$ cat src/sv/cdt_pkg.sv
// ----------------------------------------------------------------------------
// cdt_pkg
// Shared types and constants for the countdown timer channel bank.
// ----------------------------------------------------------------------------
package cdt_pkg;

    localparam int DATA_W = 32;

    // Bit positions in a channel's control register.
    localparam int CTL_W      = 3;
    localparam int CTL_ENABLE = 0;
    localparam int CTL_RELOAD = 1;
    localparam int CTL_MASK   = 2;

    typedef enum logic [1:0] {
        FUNC_TICK  = 2'd0,
        FUNC_READ  = 2'd1,
        FUNC_WRITE = 2'd2
    } t_func;

    typedef enum logic [2:0] {
        REG_LOAD       = 3'd0,
        REG_CURRENT    = 3'd1,
        REG_CONTROL    = 3'd2,
        REG_INT_STATUS = 3'd3,
        REG_EOI        = 3'd4
    } t_reg_sel;

    // One beat as seen by a single channel, already qualified by the top level.
    typedef struct packed {
        logic              tick;
        logic              rd;
        logic              wr;
        t_reg_sel          sel;
        logic [DATA_W-1:0] data;
    } t_chan_req;

endpackage

$ cat src/sv/cdt_channel.sv
// ----------------------------------------------------------------------------
// cdt_channel
// One down-counting timer channel: load, current count, control and pending
// flag, with its register read data and next interrupt line.
// ----------------------------------------------------------------------------
module cdt_channel #(
    parameter int COUNT_WIDTH = 32
) (
    input  logic                       i_clk,
    input  logic                       i_rst_n,
    input  cdt_pkg::t_chan_req         i_req,
    output logic [cdt_pkg::DATA_W-1:0] o_rdata,
    output logic                       o_irq_next
);
    import cdt_pkg::*;

    logic [COUNT_WIDTH-1:0] r_load, n_load;
    logic [COUNT_WIDTH-1:0] r_cur, n_cur;
    logic [CTL_W-1:0]       r_ctl, n_ctl;
    logic                   r_pend, n_pend;
    logic [CTL_W-1:0]       wr_ctl;

    assign wr_ctl = i_req.data[CTL_W-1:0];

    always_comb begin
        n_load = r_load;
        n_cur  = r_cur;
        n_ctl  = r_ctl;
        n_pend = r_pend;

        if (i_req.tick && r_ctl[CTL_ENABLE]) begin
            if (r_cur == '0) begin
                n_pend = 1'b1;
                n_cur  = r_ctl[CTL_RELOAD] ? r_load : '1;
            end else begin
                n_cur = r_cur - 1'b1;
            end
        end

        if (i_req.wr) begin
            case (i_req.sel)
                REG_LOAD: begin
                    n_load = i_req.data[COUNT_WIDTH-1:0];
                end
                REG_CONTROL: begin
                    if (wr_ctl[CTL_ENABLE] && !r_ctl[CTL_ENABLE]) begin
                        n_cur = r_load;
                    end else if (!wr_ctl[CTL_ENABLE]) begin
                        n_cur = '1;
                    end
                    n_ctl = wr_ctl;
                end
                default: begin
                end
            endcase
        end

        if (i_req.rd && i_req.sel == REG_EOI) begin
            n_pend = 1'b0;
        end
    end

    // Reads see the state before this beat's side effects.
    always_comb begin
        o_rdata = '0;
        if (i_req.rd) begin
            case (i_req.sel)
                REG_LOAD:       o_rdata = DATA_W'(r_load);
                REG_CURRENT:    o_rdata = r_ctl[CTL_ENABLE] ? DATA_W'(r_cur)
                                                            : DATA_W'({COUNT_WIDTH{1'b1}});
                REG_CONTROL:    o_rdata = DATA_W'(r_ctl);
                REG_INT_STATUS: o_rdata = DATA_W'(r_pend && !r_ctl[CTL_MASK]);
                default:        o_rdata = '0;
            endcase
        end
    end

    assign o_irq_next = n_pend && !n_ctl[CTL_MASK];

    always_ff @(posedge i_clk) begin
        if (!i_rst_n) begin
            r_load <= '0;
            r_cur  <= '1;
            r_ctl  <= '0;
            r_pend <= 1'b0;
        end else begin
            r_load <= n_load;
            r_cur  <= n_cur;
            r_ctl  <= n_ctl;
            r_pend <= n_pend;
        end
    end

endmodule

$ cat src/sv/countdown_timer_channels.sv
// ----------------------------------------------------------------------------
// countdown_timer_channels
// Bank of down-counting timer channels with reload, behind a register port.
// ----------------------------------------------------------------------------
// Usage:
//   The input channel (i_valid, o_stall, i_func, i_channel, i_reg_sel,
//   i_write_data) carries one beat per tick or register access. A tick counts
//   every enabled channel down; a read or write reaches one channel's load,
//   current, control, interrupt status or end-of-interrupt register.
//   The output channel (o_valid, i_stall, o_read_data, o_irq_lines) returns
//   exactly one beat per input beat, in order.
//   A beat is captured in the input register at its accepting edge; its
//   result is loaded into the output register when the beat advances, which
//   a full output register with the receiver stalling can hold off, and
//   o_valid then shows it. Throughput is one beat per cycle while the
//   receiver does not stall; each beat's state update is a single pass of
//   per-channel logic.
//   When the receiver stalls, the result register holds; the next beat waits
//   in the input register and o_stall rises only while both are occupied.
//   Reset clears every load count, disables and unmasks every channel, sets
//   current counts to all ones and clears the pending flags. No items are in
//   flight after reset.
// ----------------------------------------------------------------------------
module countdown_timer_channels #(
    parameter int NUM_CHANNELS = 8,
    parameter int COUNT_WIDTH  = 32
) (
    input  logic                       i_clk,
    input  logic                       i_rst_n,
    input  logic                       i_valid,
    output logic                       o_stall,
    input  logic [1:0]                 i_func,
    input  logic [2:0]                 i_channel,
    input  logic [2:0]                 i_reg_sel,
    input  logic [cdt_pkg::DATA_W-1:0] i_write_data,
    output logic                       o_valid,
    input  logic                       i_stall,
    output logic [cdt_pkg::DATA_W-1:0] o_read_data,
    output logic [7:0]                 o_irq_lines
);
    import cdt_pkg::*;

    localparam int IRQ_LINES = (NUM_CHANNELS < 8) ? NUM_CHANNELS : 8;
    localparam logic [7:0] IRQ_USED = 8'((1 << IRQ_LINES) - 1);

    // Input register
    logic              r_in_valid;
    t_func             r_func;
    logic [2:0]        r_channel;
    t_reg_sel          r_reg_sel;
    logic [DATA_W-1:0] r_write_data;

    // Result register
    logic              r_out_valid;
    logic [DATA_W-1:0] r_read_data, n_read_data;
    logic [7:0]        r_irq, n_irq;

    logic advance;
    logic in_accept;

    logic [DATA_W-1:0] ch_rdata [NUM_CHANNELS];
    logic [NUM_CHANNELS-1:0] ch_irq;

    assign advance   = r_in_valid && (!r_out_valid || !i_stall);
    assign o_stall   = r_in_valid && !advance;
    assign in_accept = i_valid && !o_stall;

    always_ff @(posedge i_clk) begin
        if (!i_rst_n) begin
            r_in_valid <= 1'b0;
        end else if (in_accept) begin
            r_in_valid <= 1'b1;
        end else if (advance) begin
            r_in_valid <= 1'b0;
        end
    end

    always_ff @(posedge i_clk) begin
        if (in_accept) begin
            r_func       <= t_func'(i_func);
            r_channel    <= i_channel;
            r_reg_sel    <= t_reg_sel'(i_reg_sel);
            r_write_data <= i_write_data;
        end
    end

    for (genvar g = 0; g < NUM_CHANNELS; g++) begin : g_chan
        t_chan_req req;
        logic      hit;

        assign hit       = advance && (int'(r_channel) == g);
        assign req.tick  = advance && (r_func == FUNC_TICK);
        assign req.rd    = hit && (r_func == FUNC_READ);
        assign req.wr    = hit && (r_func == FUNC_WRITE);
        assign req.sel   = r_reg_sel;
        assign req.data  = r_write_data;

        cdt_channel #(
            .COUNT_WIDTH(COUNT_WIDTH)
        ) u_channel (
            .i_clk      (i_clk),
            .i_rst_n    (i_rst_n),
            .i_req      (req),
            .o_rdata    (ch_rdata[g]),
            .o_irq_next (ch_irq[g])
        );
    end

    // Only the addressed channel drives nonzero read data.
    always_comb begin
        n_read_data = '0;
        for (int i = 0; i < NUM_CHANNELS; i++) begin
            n_read_data = n_read_data | ch_rdata[i];
        end
        n_irq = '0;
        for (int i = 0; i < IRQ_LINES; i++) begin
            n_irq[i] = ch_irq[i];
        end
    end

    always_ff @(posedge i_clk) begin
        if (!i_rst_n) begin
            r_out_valid <= 1'b0;
        end else if (advance) begin
            r_out_valid <= 1'b1;
        end else if (!i_stall) begin
            r_out_valid <= 1'b0;
        end
    end

    always_ff @(posedge i_clk) begin
        if (advance) begin
            r_read_data <= n_read_data;
            r_irq       <= n_irq;
        end
    end

    assign o_valid     = r_out_valid;
    assign o_read_data = r_read_data;
    assign o_irq_lines = r_irq;

    // A stalled result is never dropped.
    a_result_kept: assert property (@(posedge i_clk) disable iff (!i_rst_n)
        r_out_valid && i_stall |=> r_out_valid)
        else $error("stalled result beat was dropped");

    // A beat that moves on always lands in the result register.
    a_advance_lands: assert property (@(posedge i_clk) disable iff (!i_rst_n)
        advance |=> r_out_valid)
        else $error("processed beat did not reach the result register");

    // The input side only stalls when a beat is actually waiting.
    a_stall_waits: assert property (@(posedge i_clk) disable iff (!i_rst_n)
        o_stall |-> r_in_valid && r_out_valid)
        else $error("input stalled without a waiting beat");

    // Interrupt lines exist only for implemented channels.
    a_irq_range: assert property (@(posedge i_clk) disable iff (!i_rst_n)
        o_valid |-> (o_irq_lines & ~IRQ_USED) == 8'd0)
        else $error("interrupt line set for a missing channel");

endmodule

$ cat config.mk
export PLATFORM = sky130hd
export DESIGN_NAME = countdown_timer_channels
export DESIGN_NICKNAME = d
export VERILOG_FILES = /design/src/sv/cdt_pkg.sv /design/src/sv/cdt_channel.sv /design/src/sv/countdown_timer_channels.sv
export SDC_FILE = /design/constraint.sdc
export NUM_CORES = 2
export LEC_CHECK = 0
export BUFFER_PORTS_ARGS = -buffer_cell sky130_fd_sc_hd__buf_2
export CAP_MARGIN = 10
export CORE_MARGIN = 2
export CORE_UTILIZATION = 40
export DETAILED_ROUTE_END_ITERATION = 10
export HOLD_SLACK_MARGIN = 0.06
export PLACE_DENSITY = 0.56
export SLEW_MARGIN = 15
export SYNTH_ARGS = -nofsm -noshare
export SYNTH_HDL_FRONTEND = slang
export SYNTH_SLANG_ARGS = --single-unit
$ cat constraint.sdc
create_clock -name i_clk -period 4.4 [get_ports i_clk]
set_input_delay 0 -clock i_clk [delete_from_list [all_inputs] [get_ports i_clk]]
set_output_delay 0 -clock i_clk [all_outputs]
set_load 0.02 [all_outputs]
Yosys cells after proc, flatten, opt, wreduce, memory -nomap -nowiden --
Cells that the tools add are included.
Word-level totals: memory bits (read-only) 0, memory bits (writable) 0, bits in latches 0, bits in registers 626, memories 0, input bits 44, output and inout bits 42
Cells by class: add/subtract/negate cells 8, div/mod/pow operators 0, shift-type cells 0, mux-type cells 124, bitwise logic cells 7, $lt $le $gt $ge 0, eq/ne operators 14, multipliers 0, reductions and logical operators 125
Operators with widths (number):
- two-way mux 32 bit | 72
- one-hot mux 32 bit (4 select lines) | 8
- logical NOT 32 bit | 8
- subtractor 32 x 1 -> 32 bit (second input constant) | 8
- bitwise OR 32 bit | 7
- logical AND 1 bit | 68
- two-way mux 3 bit | 16
- AND reduction 2 bit | 16
- logical NOT 1 bit | 28
- two-way mux 1 bit | 28
- == test 3 bit (second input constant) | 5
- == test 3 x 2 -> 1 bit (second input constant) | 4
- == test 3 x 1 -> 1 bit (second input constant) | 2
- logical NOT 3 bit | 2
- == test 2 x 1 -> 1 bit (second input constant) | 1
- == test 2 bit (second input constant) | 1
- logical NOT 2 bit | 1
- inequality test 2 x 1 -> 1 bit (second input constant) | 1
- nonzero test 2 bit | 1
- logical OR 1 bit | 1

Longest topological paths before layout --
word-level depth 13, gate-level depth with buffers 11, mapped depth without buffers 9

Cells and area by module --
Synthesis repeated with hierarchy kept, for this count alone.
Second synthesis, totals: cell total of the unflattened synthesis 4967, area, all modules 37554.8 um2
Modules (own cells, without submodules):
- cdt_channel (g_chan[2].u_channel ...) | cells an instance 592, area each 4359.2 um2, times used 5
- cdt_channel (g_chan[0].u_channel ...) | cells an instance 595, area each 4091.4 um2, times used 2
- cdt_channel (g_chan[7].u_channel) | cells an instance 605, area each 4394.2 um2, times used 1
- countdown_timer_channels | cells an instance 212, area each 3181.8 um2, times used 1

Worst setup path before layout --
Ideal clock, no wire load.
path type register to register, start register r_in_valid, end register g_chan[6].u_channel.r_cur[10], data arrival time 3.523 ns, clock period less this slack 3.637 ns, path buffers 1, stages on the path, launching flop included 9, slack 0.763 ns, path through dfxtp_1 a21bo_1 inv_1 buf_1 nand2_1 or4_1 a21oi_1 o311ai_0 o21a_1
Between the ends: longest elaborated chain between the ends 8
RTL lines:
- start, declared | RTL line countdown_timer_channels.sv:47 | logic r_in_valid;
- start signal, assigned | RTL line countdown_timer_channels.sv:70 | r_in_valid <= 1'b0;
- start signal, assigned | RTL line countdown_timer_channels.sv:72 | r_in_valid <= 1'b1;
- start signal, assigned | RTL line countdown_timer_channels.sv:74 | r_in_valid <= 1'b0;
- logical AND 1 bit * | RTL line countdown_timer_channels.sv:64 | assign advance = r_in_valid && (!r_out_valid || !i_stall);
- net advance | RTL line countdown_timer_channels.sv:58 | logic advance;
- logical AND 1 bit | RTL line countdown_timer_channels.sv:92 | assign req.tick = advance && (r_func == FUNC_TICK);
- logical AND 1 bit | RTL line cdt_channel.sv:31 | if (i_req.tick && r_ctl[CTL_ENABLE]) begin
- two-way mux 32 bit | RTL line cdt_channel.sv:31
- two-way mux 32 bit | RTL line cdt_channel.sv:48 | end else if (!wr_ctl[CTL_ENABLE]) begin
- two-way mux 32 bit | RTL line cdt_channel.sv:46 | if (wr_ctl[CTL_ENABLE] && !r_ctl[CTL_ENABLE]) begin
- two-way mux 32 bit | RTL line cdt_channel.sv:41 | case (i_req.sel)
- two-way mux 32 bit * | RTL line cdt_channel.sv:40 | if (i_req.wr) begin
- end signal, assigned | RTL line cdt_channel.sv:88 | r_cur <= n_cur;
- end, declared | RTL line cdt_channel.sv:18 | logic [COUNT_WIDTH-1:0] r_cur, n_cur;
The timed path passes the listed nets; every way through them passes the cells marked *. A chain may end at the register's enable or synchronous reset.

Worst setup path in the final report --
start register r_in_valid, end register r_read_data[7], in the netlist o_read_data[7], data pin
Between the ends: longest elaborated chain between the ends 11
RTL lines:
- logical AND 1 bit * | RTL line countdown_timer_channels.sv:64
- logical AND 1 bit | RTL line countdown_timer_channels.sv:91 | assign hit = advance && (int'(r_channel) == g);
- logical AND 1 bit | RTL line countdown_timer_channels.sv:93 | assign req.rd = hit && (r_func == FUNC_READ);
- two-way mux 32 bit | RTL line cdt_channel.sv:66 | if (i_req.rd) begin
- bitwise OR 32 bit (6 in series) | RTL line countdown_timer_channels.sv:113 | n_read_data = n_read_data | ch_rdata[i];
- bitwise OR 32 bit * | RTL line countdown_timer_channels.sv:113
- net n_read_data[7] | RTL line countdown_timer_channels.sv:55 | logic [DATA_W-1:0] r_read_data, n_read_data;
- end signal, assigned | RTL line countdown_timer_channels.sv:133 | r_read_data <= n_read_data;
- end, declared | RTL line countdown_timer_channels.sv:55
Marked as above.

==> metrics.txt <==
status finished clean; Final setup viols 0; mux cell area share after synthesis 0.0146; xor-xnor portion of the synthesized cell area 0.0152; final hold vios 0; Vias/cell between 6 and 7; layout cells sized above 1 0.0928; Synth Area in Adders 0.00561; Gate Count Post-Synth between 4,000 and 5,000; Die Y roughly 300 um; first-pass GRT wire length 280,000 um; Routed WL per cell between 30 and 40 um; critical-path maximum fanout 17; Port Buffer Count 85; max cap viols 0; peak supply drop a little under 0.3 mV; Cell Area, Placed 37,500 um2; H-tree Lvls 3; Filler cells about 9,000; Yosys reg bits between 600 and 700; CTS clk-pin slew, worst paths roughly 60 ps; most frequent cells in the layout nand2_1, dfxtp_1, a21oi_1, nor2_1, o21ai_0; IO Count 86; R2R Setup Slk 880 ps; commonest non-fill, non-tap cell in the layout nand2_1; # DRC 0; critical path endpoint category flop; synthesized area per cell between 7 and 8 um2; Worst path max stage delay 1000 ps; initial antenna violation count 26; post-layout instance area 41,100 um2; count of cell types in the netlist slightly below 90; leakage power between 10 and 15 nW; Syn Std Cell Area 35,700 um2; DR pass1 iterations 10; crit-path leading delay family simple AND/OR/NAND/NOR gates; number of enable-type register cells in the synthesized netlist 80; Total GRT Usage 0.428; CP arrival about 4000 ps; top_reg_cell synth dfxtp_1; worst path cell trace nor3b_1 -> nand2_1 -> buf_4 -> o21ai_0 -> nor3_1 -> o221ai_1; Seq/Total Area, Yosys 0.373; vias in the first global route 36,000; area occupied by multi-input gates between 20,000 and 25,000 um2; largest family of logic cells by synthesized area simple AND/OR/NAND/NOR gates; Rel. slew slack 0.0570; post-synthesis compound-gate area fraction 0.263; grt ovf 0; Die Span X between 300 and 400 um; crit path buf inv count 1; Initial Util 0.404; GPL Wtd Cong between 1 and 1.5; Slowest-stage cell, CP o21ai_0; RSZ-0062 raised after global routing no; PD cells 336 nW/um2; DRT Wirelength ~200,000 um; fmax about 280 MHz; CP Launch Type flop; nets between 4,000 and 5,000; worst endpoint required time 4900 ps; Die Area between 90,000 and 100,000 um2; core box area 88,400 um2; syn nets 4,935; vias ~41,000; Post-CTS Setup Inserts 0; class of the worst hold path in2reg; Final Critical Period between 3000 and 4000 ps; register area between 10,000 and 15,000 um2; clk_skew 30.4 ps; largest net degree at the start of global routing approximately 140; Ys Warns 0; post-DP HPWL 147,000 um; Layout area overhead 15.0%; Setup CP Type reg2reg; Clk Latency, worst-skew pair approximately 670 ps; pre-CTS setup slack around 1100 ps; Clock Path Buffers 3; row count 109; root buf cell clkbuf_16; 1st-iter DRT viols 7,128; Worst-Margin Slew 1410 ps; FFs w/ async S/R, synth 0; setup TNS 0 ps; Simple-Gate Fraction of Synth Area 0.278; total CTS buffers about 80; Max Slew Vio Count 0; post-route ant nets 0; CTS Sinks roughly 630; final worst-path setup slack 879 ps; fin crit share 0.800; CTS tree built
==> final cells by class <==
type / instances / share of cell area
Clock buffer: 101 / 0.0541
Tap cell: 1165 / 0.0355
Clock inverter: 43 / 0.0126
Multi-Input combinational cell: 3788 / 0.503
Sequential cell: 626 / 0.325
Timing Repair Buffer: 342 / 0.0632
Antenna cell: 6 / 0.000366
Inverter: 70 / 0.00658
==> cells by family after synthesis <==
family | Yosys count
simple gates | 2113
buf+inv | 461
xor+xnor | 62
fa+ha+maj | 16
flops | 626
mux | 49
compound gates | 1548
==> through the flow <==
stage	instances	hold slack, ps	power (mW)	util
global placement	5915	176	6.76	0.425
CTS	6135	86.4	13.7	0.465
floorplan	4875	98.9	6.32	-
global route	6135	104	14.0	0.465
finish	6141	117	13.8	0.465
detailed placement	5915	178	6.76	0.425
==> sequential cells by signal, summed over array words and instances (netlist names) <==
register and flops:
r_in_valid 1, g_chan.u_channel.r_pend 8, o_irq_lines 8, r_reg_sel 3
g_chan.u_channel.r_load 256, g_chan.u_channel.r_cur 256, o_valid 1, r_func 2
g_chan.u_channel.r_ctl 24, r_write_data 32, r_channel 3, o_read_data 32
==> Yosys cell counts (14+ instances only) <==
cell type | count | area share
and3_1 | 16 | 0.0028
a222oi_1 | 19 | 0.0053
a211oi_1 | 23 | 0.0048
clkbuf_1 | 334 | 0.035
nor2b_1 | 88 | 0.015
nor4_1 | 67 | 0.012
xnor2_1 | 33 | 0.0081
o22ai_1 | 94 | 0.016
nor3_1 | 160 | 0.022
nand3b_1 | 46 | 0.0097
o31ai_1 | 41 | 0.0086
ha_1 | 16 | 0.0056
clkbuf_2 | 31 | 0.0043
nor2_1 | 438 | 0.046
nand4_1 | 56 | 0.0098
or3_1 | 60 | 0.011
a211o_1 | 14 | 0.0034
or4_1 | 48 | 0.010
a22oi_1 | 79 | 0.017
nand2_1 | 840 | 0.088
buf_1 | 15 | 0.0016
nor3b_1 | 16 | 0.0034
edfxtp_1 | 80 | 0.067
and2_1 | 28 | 0.0049
or2_2 | 17 | 0.0030
o21a_1 | 27 | 0.0057
inv_1 | 66 | 0.0069
a21oi_1 | 531 | 0.074
a31oi_1 | 70 | 0.012
nand2b_1 | 24 | 0.0042
mux2i_1 | 42 | 0.012
o211ai_1 | 34 | 0.0071
o311ai_0 | 35 | 0.0086
xor2_1 | 29 | 0.0071
dfxtp_1 | 546 | 0.31
o21ai_0 | 399 | 0.056
o221ai_1 | 26 | 0.0064
nand3_1 | 161 | 0.023
==> worst paths after layout <==
check | start | endpoint | depth (start not counted)
max | r_in_valid | o_read_data[7] | 6
min | i_channel[0] | r_channel[0] | 2
max reg2reg | r_in_valid | o_read_data[7] | 6
min reg2reg | g_chan[5].u_channel.r_load[5] | g_chan[5].u_channel.r_load[5] | 2
==> per-layer routing <==
| metal | up-vias | track usage | wire, um | part of all wire |
|---|---|---|---|---|
| met4 | 34 | 0.268 | 14900 | 0.074 |
| met1 | 19600 | 0.590 | 79900 | 0.40 |
| met5 | - | 0 | 222 | 0.0011 |
| met3 | 579 | 0.119 | 27200 | 0.14 |
| li1 | 17800 | - | - | - |
| met2 | 3031 | 0.584 | 79000 | 0.39 |
==> report_power, final <==
group / leakage, nW / internal, mW / switching [mW]
sequential: 5.16 / 5.84 / 0.184
clock: 1.34 / 4.22 / 2.82
combinational: 6.79 / 0.196 / 0.523
total: 13.3 / 10.3 / 3.53
==> repair_timing <==
action                    4_1_cts  5_1_grt
resized for setup               0        0
hold endpoints to repair       67        0
hold buffers                   76        0
Note: power is estimated with default switching activity, not from simulation.
